## config.mk

```make
export PLATFORM = sky130hd
export DESIGN_NAME = key_value_table_engine
export DESIGN_NICKNAME = d
export VERILOG_FILES = /design/src/hdl/kvt_pkg.sv /design/src/hdl/kvt_store.sv /design/src/hdl/kvt_seq.sv /design/src/hdl/key_value_table_engine.sv
export SDC_FILE = /design/constraint.sdc
export NUM_CORES = 2
export LEC_CHECK = 0
export ABC_CLOCK_PERIOD_IN_PS = 7300
export BUFFER_PORTS_ARGS = -buffer_cell sky130_fd_sc_hd__buf_2
export CAP_MARGIN = 20
export CORE_ASPECT_RATIO = 1.5
export CORE_MARGIN = 3
export CORE_UTILIZATION = 40
export DETAILED_ROUTE_END_ITERATION = 16
export GPL_TIMING_DRIVEN = 0
export HOLD_SLACK_MARGIN = 0.12
export PLACE_DENSITY = 0.53
export SLEW_MARGIN = 10
export SYNTH_ARGS = -nofsm -noshare
export SYNTH_HDL_FRONTEND = slang
export SYNTH_SLANG_ARGS = --single-unit
```

## constraint.sdc

```tcl
create_clock -name clk_i -period 7.3 [get_ports clk_i]
set_clock_uncertainty 0.05 [all_clocks]
set_input_delay 1.095 -clock clk_i [delete_from_list [all_inputs] [get_ports clk_i]]
set_output_delay 1.095 -clock clk_i [all_outputs]
set_load 0.005 [all_outputs]
```

## src/hdl/kvt_pkg.sv

```systemverilog
// Shared types and codes for the key/value table engine.
package kvt_pkg;

  localparam int unsigned ENTRIES_DEF = 16;
  localparam int unsigned WORD_W      = 64;

  localparam logic [1:0] OP_GET  = 2'd0;
  localparam logic [1:0] OP_SET  = 2'd1;
  localparam logic [1:0] OP_DEL  = 2'd2;
  localparam logic [1:0] OP_LIST = 2'd3;

  localparam logic [1:0] ST_OK   = 2'd0;
  localparam logic [1:0] ST_MISS = 2'd1;
  localparam logic [1:0] ST_FULL = 2'd2;

  typedef struct packed {
    logic [1:0]        opcode;
    logic [WORD_W-1:0] key;
    logic [WORD_W-1:0] value;
  } req_t;

  typedef struct packed {
    logic [1:0]        status;
    logic [WORD_W-1:0] read_value;
    logic [WORD_W-1:0] listed_key;
    logic              last;
  } rsp_t;

  typedef struct packed {
    logic key_we;
    logic value_we;
    logic valid_set;
    logic valid_clr;
  } wr_cmd_t;

endpackage

```

## src/hdl/kvt_store.sv

```systemverilog
// Slot storage: key and value memories, valid flags and fill count.
module kvt_store #(
  parameter int unsigned ENTRIES = kvt_pkg::ENTRIES_DEF,
  localparam int unsigned AW = (ENTRIES > 1) ? $clog2(ENTRIES) : 1,
  localparam int unsigned CW = $clog2(ENTRIES + 1)
) (
  input  logic                      clk_i,
  input  logic                      rst_ni,
  input  logic                      rd_en_i,
  input  logic [AW-1:0]             rd_addr_i,
  output logic [kvt_pkg::WORD_W-1:0] rd_key_o,
  output logic [kvt_pkg::WORD_W-1:0] rd_value_o,
  output logic                      rd_valid_o,
  input  kvt_pkg::wr_cmd_t          wr_cmd_i,
  input  logic [AW-1:0]             wr_addr_i,
  input  logic [kvt_pkg::WORD_W-1:0] wr_key_i,
  input  logic [kvt_pkg::WORD_W-1:0] wr_value_i,
  output logic [CW-1:0]             count_o
);

  logic [kvt_pkg::WORD_W-1:0] key_mem_q   [ENTRIES];
  logic [kvt_pkg::WORD_W-1:0] value_mem_q [ENTRIES];
  logic [ENTRIES-1:0]         valid_q;
  logic [CW-1:0]              count_q;
  logic [kvt_pkg::WORD_W-1:0] rd_key_q;
  logic [kvt_pkg::WORD_W-1:0] rd_value_q;
  logic                       rd_valid_q;

  always_ff @(posedge clk_i) begin
    if (wr_cmd_i.key_we) begin
      key_mem_q[wr_addr_i] <= wr_key_i;
    end
    if (wr_cmd_i.value_we) begin
      value_mem_q[wr_addr_i] <= wr_value_i;
    end
    if (rd_en_i) begin
      rd_key_q   <= key_mem_q[rd_addr_i];
      rd_value_q <= value_mem_q[rd_addr_i];
    end
  end

  always_ff @(posedge clk_i or negedge rst_ni) begin
    if (!rst_ni) begin
      valid_q    <= '0;
      count_q    <= '0;
      rd_valid_q <= 1'b0;
    end else begin
      if (rd_en_i) begin
        rd_valid_q <= valid_q[rd_addr_i];
      end
      if (wr_cmd_i.valid_set) begin
        valid_q[wr_addr_i] <= 1'b1;
        count_q            <= count_q + CW'(1);
      end else if (wr_cmd_i.valid_clr) begin
        valid_q[wr_addr_i] <= 1'b0;
        count_q            <= count_q - CW'(1);
      end
    end
  end

  assign rd_key_o   = rd_key_q;
  assign rd_value_o = rd_value_q;
  assign rd_valid_o = rd_valid_q;
  assign count_o    = count_q;

`ifndef SYNTHESIS
  a_count_range: assert property (@(posedge clk_i) disable iff (!rst_ni)
    count_q <= CW'(ENTRIES))
    else $error("fill count exceeds capacity");
  a_set_clr_excl: assert property (@(posedge clk_i) disable iff (!rst_ni)
    !(wr_cmd_i.valid_set && wr_cmd_i.valid_clr))
    else $error("slot set and cleared together");
  a_insert_room: assert property (@(posedge clk_i) disable iff (!rst_ni)
    wr_cmd_i.valid_set |-> (count_q < CW'(ENTRIES)) && !valid_q[wr_addr_i])
    else $error("insert into full table or occupied slot");
`endif

endmodule

```

## src/hdl/kvt_seq.sv

```systemverilog
// Command sequencer: scans the slots through the store and builds results.
module kvt_seq #(
  parameter int unsigned ENTRIES = kvt_pkg::ENTRIES_DEF,
  localparam int unsigned AW = (ENTRIES > 1) ? $clog2(ENTRIES) : 1,
  localparam int unsigned CW = $clog2(ENTRIES + 1)
) (
  input  logic                       clk_i,
  input  logic                       rst_ni,
  input  logic                       start,
  input  kvt_pkg::req_t              req_i,
  output logic                       busy,
  output logic                       rsp_valid_o,
  output kvt_pkg::rsp_t              rsp_o,
  output logic                       rd_en_o,
  output logic [AW-1:0]              rd_addr_o,
  input  logic [kvt_pkg::WORD_W-1:0] rd_key_i,
  input  logic [kvt_pkg::WORD_W-1:0] rd_value_i,
  input  logic                       rd_valid_i,
  output kvt_pkg::wr_cmd_t           wr_cmd_o,
  output logic [AW-1:0]              wr_addr_o,
  output logic [kvt_pkg::WORD_W-1:0] wr_key_o,
  output logic [kvt_pkg::WORD_W-1:0] wr_value_o,
  input  logic [CW-1:0]              count_i
);

  localparam logic [1:0] S_IDLE  = 2'd0;
  localparam logic [1:0] S_SCAN  = 2'd1;
  localparam logic [1:0] S_FLUSH = 2'd2;

  localparam logic [AW-1:0] LAST_ADDR = AW'(ENTRIES - 1);

  logic [1:0]                 state_q, state_d;
  kvt_pkg::req_t              req_q, req_d;
  logic                       iss_act_q, iss_act_d;
  logic [AW-1:0]              iss_addr_q, iss_addr_d;
  logic                       cmp_vld_q, cmp_vld_d;
  logic [AW-1:0]              cmp_idx_q, cmp_idx_d;
  logic                       cmp_last_q, cmp_last_d;
  logic                       free_q, free_d;
  logic [AW-1:0]              free_idx_q, free_idx_d;
  logic                       pend_q, pend_d;
  logic [kvt_pkg::WORD_W-1:0] pend_key_q, pend_key_d;
  logic                       rsp_vld_q, rsp_vld_d;
  kvt_pkg::rsp_t              rsp_q, rsp_d;
  logic                       hit;

  assign hit = rd_valid_i && (rd_key_i == req_q.key);

  always_comb begin
    state_d    = state_q;
    req_d      = req_q;
    iss_act_d  = iss_act_q;
    iss_addr_d = iss_addr_q;
    cmp_vld_d  = 1'b0;
    cmp_idx_d  = cmp_idx_q;
    cmp_last_d = cmp_last_q;
    free_d     = free_q;
    free_idx_d = free_idx_q;
    pend_d     = pend_q;
    pend_key_d = pend_key_q;
    rsp_vld_d  = 1'b0;
    rsp_d      = '0;
    wr_cmd_o   = '0;
    wr_addr_o  = cmp_idx_q;
    rd_en_o    = 1'b0;
    rd_addr_o  = iss_addr_q;

    case (state_q)
      S_IDLE: begin
        if (start) begin
          req_d      = req_i;
          state_d    = S_SCAN;
          iss_act_d  = 1'b1;
          iss_addr_d = '0;
          free_d     = 1'b0;
          pend_d     = 1'b0;
        end
      end
      S_SCAN: begin
        // issue one slot read per cycle
        if (iss_act_q) begin
          rd_en_o    = 1'b1;
          cmp_vld_d  = 1'b1;
          cmp_idx_d  = iss_addr_q;
          cmp_last_d = (iss_addr_q == LAST_ADDR);
          iss_addr_d = iss_addr_q + AW'(1);
          if (iss_addr_q == LAST_ADDR) begin
            iss_act_d = 1'b0;
          end
        end
        if (cmp_vld_q) begin
          if (req_q.opcode != kvt_pkg::OP_LIST && hit) begin
            // first match ends the scan; drop the reads still in flight
            rsp_vld_d       = 1'b1;
            rsp_d.status    = kvt_pkg::ST_OK;
            rsp_d.last      = 1'b1;
            if (req_q.opcode == kvt_pkg::OP_GET) begin
              rsp_d.read_value = rd_value_i;
            end
            wr_cmd_o.value_we  = (req_q.opcode == kvt_pkg::OP_SET);
            wr_cmd_o.valid_clr = (req_q.opcode == kvt_pkg::OP_DEL);
            state_d   = S_IDLE;
            iss_act_d = 1'b0;
            cmp_vld_d = 1'b0;
          end else begin
            if (!rd_valid_i && !free_q) begin
              free_d     = 1'b1;
              free_idx_d = cmp_idx_q;
            end
            // hold each listed key back one step so the final one carries last
            if (req_q.opcode == kvt_pkg::OP_LIST && rd_valid_i) begin
              if (pend_q) begin
                rsp_vld_d        = 1'b1;
                rsp_d.status     = kvt_pkg::ST_OK;
                rsp_d.listed_key = pend_key_q;
              end
              pend_d     = 1'b1;
              pend_key_d = rd_key_i;
            end
            if (cmp_last_q) begin
              if (req_q.opcode == kvt_pkg::OP_LIST) begin
                state_d = S_FLUSH;
              end else begin
                state_d      = S_IDLE;
                rsp_vld_d    = 1'b1;
                rsp_d.last   = 1'b1;
                rsp_d.status = kvt_pkg::ST_MISS;
                if (req_q.opcode == kvt_pkg::OP_SET) begin
                  if (count_i == CW'(ENTRIES)) begin
                    rsp_d.status = kvt_pkg::ST_FULL;
                  end else if (free_q || !rd_valid_i) begin
                    rsp_d.status       = kvt_pkg::ST_OK;
                    wr_cmd_o.key_we    = 1'b1;
                    wr_cmd_o.value_we  = 1'b1;
                    wr_cmd_o.valid_set = 1'b1;
                    wr_addr_o          = free_q ? free_idx_q : cmp_idx_q;
                  end else begin
                    rsp_d.status = kvt_pkg::ST_FULL;
                  end
                end
              end
            end
          end
        end
      end
      S_FLUSH: begin
        rsp_vld_d  = 1'b1;
        rsp_d.last = 1'b1;
        if (pend_q) begin
          rsp_d.status     = kvt_pkg::ST_OK;
          rsp_d.listed_key = pend_key_q;
        end else begin
          rsp_d.status = kvt_pkg::ST_MISS;
        end
        state_d = S_IDLE;
      end
      default: begin
        state_d = S_IDLE;
      end
    endcase
  end

  always_ff @(posedge clk_i or negedge rst_ni) begin
    if (!rst_ni) begin
      state_q   <= S_IDLE;
      iss_act_q <= 1'b0;
      cmp_vld_q <= 1'b0;
      rsp_vld_q <= 1'b0;
    end else begin
      state_q   <= state_d;
      iss_act_q <= iss_act_d;
      cmp_vld_q <= cmp_vld_d;
      rsp_vld_q <= rsp_vld_d;
    end
  end

  always_ff @(posedge clk_i) begin
    req_q      <= req_d;
    iss_addr_q <= iss_addr_d;
    cmp_idx_q  <= cmp_idx_d;
    cmp_last_q <= cmp_last_d;
    free_q     <= free_d;
    free_idx_q <= free_idx_d;
    pend_q     <= pend_d;
    pend_key_q <= pend_key_d;
    rsp_q      <= rsp_d;
  end

  assign busy        = (state_q != S_IDLE);
  assign rsp_valid_o = rsp_vld_q;
  assign rsp_o       = rsp_q;
  assign wr_key_o    = req_q.key;
  assign wr_value_o  = req_q.value;

`ifndef SYNTHESIS
  a_last_ends_cmd: assert property (@(posedge clk_i) disable iff (!rst_ni)
    (rsp_vld_q && rsp_q.last) |-> (state_q == S_IDLE))
    else $error("final result while command still active");
  a_only_list_multi: assert property (@(posedge clk_i) disable iff (!rst_ni)
    (rsp_vld_q && !rsp_q.last) |-> (req_q.opcode == kvt_pkg::OP_LIST))
    else $error("non-final result outside list");
  a_one_field_zero: assert property (@(posedge clk_i) disable iff (!rst_ni)
    rsp_vld_q |-> ((rsp_q.read_value == '0) || (rsp_q.listed_key == '0)))
    else $error("value and key both set in one result");
`endif

endmodule

```

## src/hdl/key_value_table_engine.sv

```systemverilog
// Top level of the key/value table engine: sequencer plus slot store.
//
//  channel   | handshake            | payload
//  ----------+----------------------+------------------------------------
//  command   | start, busy          | req_i  (opcode, key, value)
//  result    | rsp_valid_o (strobe) | rsp_o  (status, read_value,
//            |                      |         listed_key, last)
//
// A command is taken when start is high and busy is low. It reads one slot
// per cycle from the key/value memories through one registered read port;
// get, set and delete stop at the first match; list flushes its final key.
// Reset clears the valid flags and the fill count at once; no clearing pass.
// Results are strobed for one cycle and cannot be held off.
module key_value_table_engine #(
  parameter int unsigned ENTRIES = kvt_pkg::ENTRIES_DEF
) (
  input  logic          clk_i,
  input  logic          rst_ni,
  input  logic          start,
  input  kvt_pkg::req_t req_i,
  output logic          busy,
  output logic          rsp_valid_o,
  output kvt_pkg::rsp_t rsp_o
);

  localparam int unsigned AW = (ENTRIES > 1) ? $clog2(ENTRIES) : 1;
  localparam int unsigned CW = $clog2(ENTRIES + 1);

  logic                       rd_en;
  logic [AW-1:0]              rd_addr;
  logic [kvt_pkg::WORD_W-1:0] rd_key;
  logic [kvt_pkg::WORD_W-1:0] rd_value;
  logic                       rd_valid;
  kvt_pkg::wr_cmd_t           wr_cmd;
  logic [AW-1:0]              wr_addr;
  logic [kvt_pkg::WORD_W-1:0] wr_key;
  logic [kvt_pkg::WORD_W-1:0] wr_value;
  logic [CW-1:0]              count;

  kvt_seq #(
    .ENTRIES(ENTRIES)
  ) u_seq (
    .clk_i      (clk_i),
    .rst_ni     (rst_ni),
    .start      (start),
    .req_i      (req_i),
    .busy       (busy),
    .rsp_valid_o(rsp_valid_o),
    .rsp_o      (rsp_o),
    .rd_en_o    (rd_en),
    .rd_addr_o  (rd_addr),
    .rd_key_i   (rd_key),
    .rd_value_i (rd_value),
    .rd_valid_i (rd_valid),
    .wr_cmd_o   (wr_cmd),
    .wr_addr_o  (wr_addr),
    .wr_key_o   (wr_key),
    .wr_value_o (wr_value),
    .count_i    (count)
  );

  kvt_store #(
    .ENTRIES(ENTRIES)
  ) u_store (
    .clk_i     (clk_i),
    .rst_ni    (rst_ni),
    .rd_en_i   (rd_en),
    .rd_addr_i (rd_addr),
    .rd_key_o  (rd_key),
    .rd_value_o(rd_value),
    .rd_valid_o(rd_valid),
    .wr_cmd_i  (wr_cmd),
    .wr_addr_i (wr_addr),
    .wr_key_i  (wr_key),
    .wr_value_i(wr_value),
    .count_o   (count)
  );

endmodule
```

==> results.py <==
metrics = {
    "sta": {
        "finalHoldViolCount": 0,
        "setup_tns_ns": 0,
        "period_minus_slack_ns": 5.75,
        "rsz0062_at_grt": "no",
        "tightestPinTransition_ns": 1.19,
        "maxSlewViolCount": 0,
        "fin_crit_sh": 0.787,
        "fin_hold_ws_ns": 0.241,
        "clock.fmax_ghz": 0.174,
        "setup_viol": 0,
        "maxSlewHeadroom": 0.210,
    },
    "clock_tree": {
        "clock_sinks": 2543,
        "cts_buffers": 246,
        "cts_resized": 0,
        "clockRootBuffer": "clkbuf_16",
        "tritoncts": "yes",
        "postCtsSetupBuffers": 0,
        "clk_latency_ns": 0.88,
        "clk_pin_slew_ns": 0.06,
        "clock_path_buffers": 4,
        "cts.hold.buffers_added": 0,
        "htree_levels": 4,
    },
    "worst_setup_path": {
        "crit_path_end_kind": "register",
        "worst-endpoint-required_ns": 7.80,
        "path_common_cell": "buf_12",
        "crit_fanout": 17,
        "critPathKind": "register to register",
        "crit_chain": "xnor2_1 > nand4_1 > or4_1 > nor4_1 > and3_1 > buf_6 > or3_4 > buf_6 > buf_12 > mux2_4 > nor2_4 > buf_12 > buf_16 > buf_12 > buf_16",
        "reg2regPathDepth": 15,
        "start_kind": "register",
        "slowest_delay_ns": 0.91,
        "crit_path_top_delay_cell": "xnor2_1",
        "arrival_ns": 6.25,
    },
    "hold_path": {
        "hold_path.class": "primary input to async pin",
    },
    "synth": {
        "synth_ff_type": "edfxtp_1",
        "syn_area_per_cell_um2": 24.4,
        "synth_adder_area_share": 0.00115,
        "synth-xor-area-share": 0.00667,
        "synth_top_area_frac": 0.769,
        "synth-seq-cells": 2543,
        "synthArstFlopShare": 0.0106,
        "synth_compound_area_frac": 0.00352,
        "synth-edff-count": 2385,
        "synthCells": 3818,
        "synthesis.nets": 3959,
        "yosys_warnings": 0,
        "synthMuxAreaShare": 0.158,
        "post_synth_num_cell_types": 50,
        "yosysTopAreaCell": "edfxtp_1",
        "synth_area_um2": 93200,
        "seq_area_frac_synth": 0.804,
        "synthTopCellsByArea": "edfxtp_1, mux4_2, dfxtp_1, and2_1, dfrtp_1",
        "synth_top_family_by_area": "multiplexers",
        "synthSimpleGateAreaFrac": 0.0184,
    },
    "die": {
        "dieArea_um2": 239000,
        "start_util": 0.403,
        "die_y_um": 597,
        "io_pins": 266,
        "die_x_um": 400,
        "core-area_um2": 231000,
        "num_rows": 216,
    },
    "route": {
        "drtIter0Drc": 4547,
        "drc": 0,
        "drt_pass1_iterations": 5,
        "num_vias": 43000,
        "wl_per_cell_um": 32.4,
        "via_per_inst": 5.53,
        "wl_mm": 252,
        "ant_nets": 0,
    },
    "power_and_ir_drop": {
        "finalPower_w": 0.0405,
        "p_sw_frac": 0.283,
        "ir_drop_uv": 277,
        "pwr-share-seq": 0.457,
        "power_density_nw_per_um2": 367,
        "p_leak_nw": 35.1,
        "clkPwrFrac": 0.308,
        "pwr-share-comb": 0.235,
        "switchingPower_w": 0.0114,
        "intPower_w": 0.0290,
    },
    "cells_and_area": {
        "instances_no_fill": 7783,
        "fin_nets": 4662,
        "mostFrequentLayoutCell": "edfxtp_1",
        "syn_to_final_growth_pct": 18.3,
        "drive_gt1_frac": 0.325,
        "final_cell_mix": "edfxtp_1, mux4_2, buf_2",
    },
    "run_status": {
        "status": "complete, no violations",
    },
    "run": {
        "timing.max_cap.violations": 0,
    },
    "place": {
        "dp_hpwl_mm": 167,
        "numPortBuffers": 265,
        "placed_cells": 7317,
        "gp_congestion": 0.779,
    },
    "grt": {
        "gr-usage-all-layers": 0.211,
        "grt_antenna_before_repair": 22,
        "grt_max_degree": 53,
        "overflow": 0,
        "grt_pass1_vias": 45000,
        "grt_pass1_wl_mm": 351,
    },
}
==> final cells by class <==
| type | instances | area (µm²) |
|---|---|---|
| fillers | 19100 | 121000 |
| flip-flops and latches | 2543 | 74900 |
| multi-input cells | 1096 | 17800 |
| clock buffers | 370 | 7010 |
| repair buffers | 455 | 5070 |
| well taps | 3052 | 3820 |
| clock inverters | 80 | 811 |
| plain buffers | 174 | 734 |
| inverters | 5 | 26.3 |
| diodes | 8 | 20.0 |
==> power groups by stage <==
stage          logic (W)  registers (W)  clock network, W
2_1_floorplan    0.00588         0.0184                 0
3_5_place_dp     0.00972         0.0188                 0
6_report         0.00951         0.0185            0.0125
4_1_cts          0.00974         0.0185            0.0128
3_3_place_gp     0.00913         0.0189                 0
5_1_grt           0.0100         0.0186            0.0133
==> cells by family after synthesis <==
kind of cell             after synthesis
flip-flops                          2543
multiplexers                         666
AND/OR/NAND/NOR                      296
buffers and inverters                179
XOR/XNOR                              71
AO/OA/AOI/OAI                         55
adder cells (fa/ha/maj)                8
==> worst max-delay path, delay by kind of cell, from the launching register on <==
kind / cells / cell delay (ns)
simple gates: 6 / 2.14
buf+inv: 7 / 1.31
xor+xnor: 1 / 0.91
flops: 1 / 0.62
mux: 1 / 0.34
==> state kept, by name, summed over array words and instances, names as in the netlist, 2 cells and up, named ones only <==
| signal | count |
|---|---|
| u_seq.pend_key_q | 64 |
| u_seq.wr_key_o | 64 |
| u_store.count_o | 5 |
| u_store.key_mem_q | 1024 |
| u_seq.rd_addr_o | 4 |
| u_store.value_mem_q | 1024 |
| u_seq.free_idx_q | 4 |
| u_seq.state_q | 2 |
| u_store.rd_key_o | 64 |
| u_seq.req_q | 2 |
| u_seq.cmp_idx_q | 4 |
| u_store.rd_value_o | 64 |
| u_seq.rsp_o | 131 |
| u_seq.wr_value_o | 64 |
==> worst paths after layout <==
| path | from | end | slack (ns) |
|---|---|---|---|
| setup / recovery | u_seq.wr_key_o[19] | u_store.value_mem_q[13][50] | 1.55 |
| hold / removal | rst_ni | async pin | 0.24 |
| setup reg to reg | u_seq.wr_key_o[19] | u_store.value_mem_q[13][50] | 1.55 |
| hold reg to reg | u_seq.pend_key_q[35] | u_seq.rsp_o[36] | 0.39 |
| max in group asynchronous | rst_ni | u_seq.rsp_valid_o | 6.46 |
| min in group clk_i | req_i[30] | u_seq.wr_value_o[30] | 0.33 |
==> through the flow <==
step | area (µm²) | worst slack, ns | utilization
2_1_floorplan | 93200 | 1.18 | -
3_3_place_gp | 98300 | -4.48 | 0.425
3_5_place_dp | 102000 | 1.53 | 0.442
4_1_cts | 110000 | 1.50 | 0.476
5_1_grt | 110000 | 1.37 | 0.476
6_report | 110000 | 1.55 | 0.476
==> metal layers <==
| metal | wire (µm) | global-route usage | vias up |
|---|---|---|---|
| met5 | 69 | 0 | - |
| met4 | 5810 | 0.0482 | 10 |
| met3 | 14800 | 0.0337 | 332 |
| met2 | 130000 | 0.363 | 1434 |
| met1 | 102000 | 0.281 | 23600 |
| li1 | - | - | 17600 |
==> cells in the mapped netlist, types with 5 or more instances <==
library cell and number:
ha_1 7, edfxtp_1 2385, and2_1 135, mux4_2 645
o21ai_0 17, nor3_1 10, xor2_1 26, nand4b_1 8
o21ai_1 11, buf_1 29, nand4_1 22, mux2_2 10
nor2_1 54, clkbuf_1 137, xnor2_1 45, mux2i_1 9
nand2b_1 9, nor4_1 9, dfxtp_1 131, nand2_1 13
dfrtp_1 27, inv_1 5, nand3_1 13, a21oi_1 10
Power figures use the tool's default switching activity.
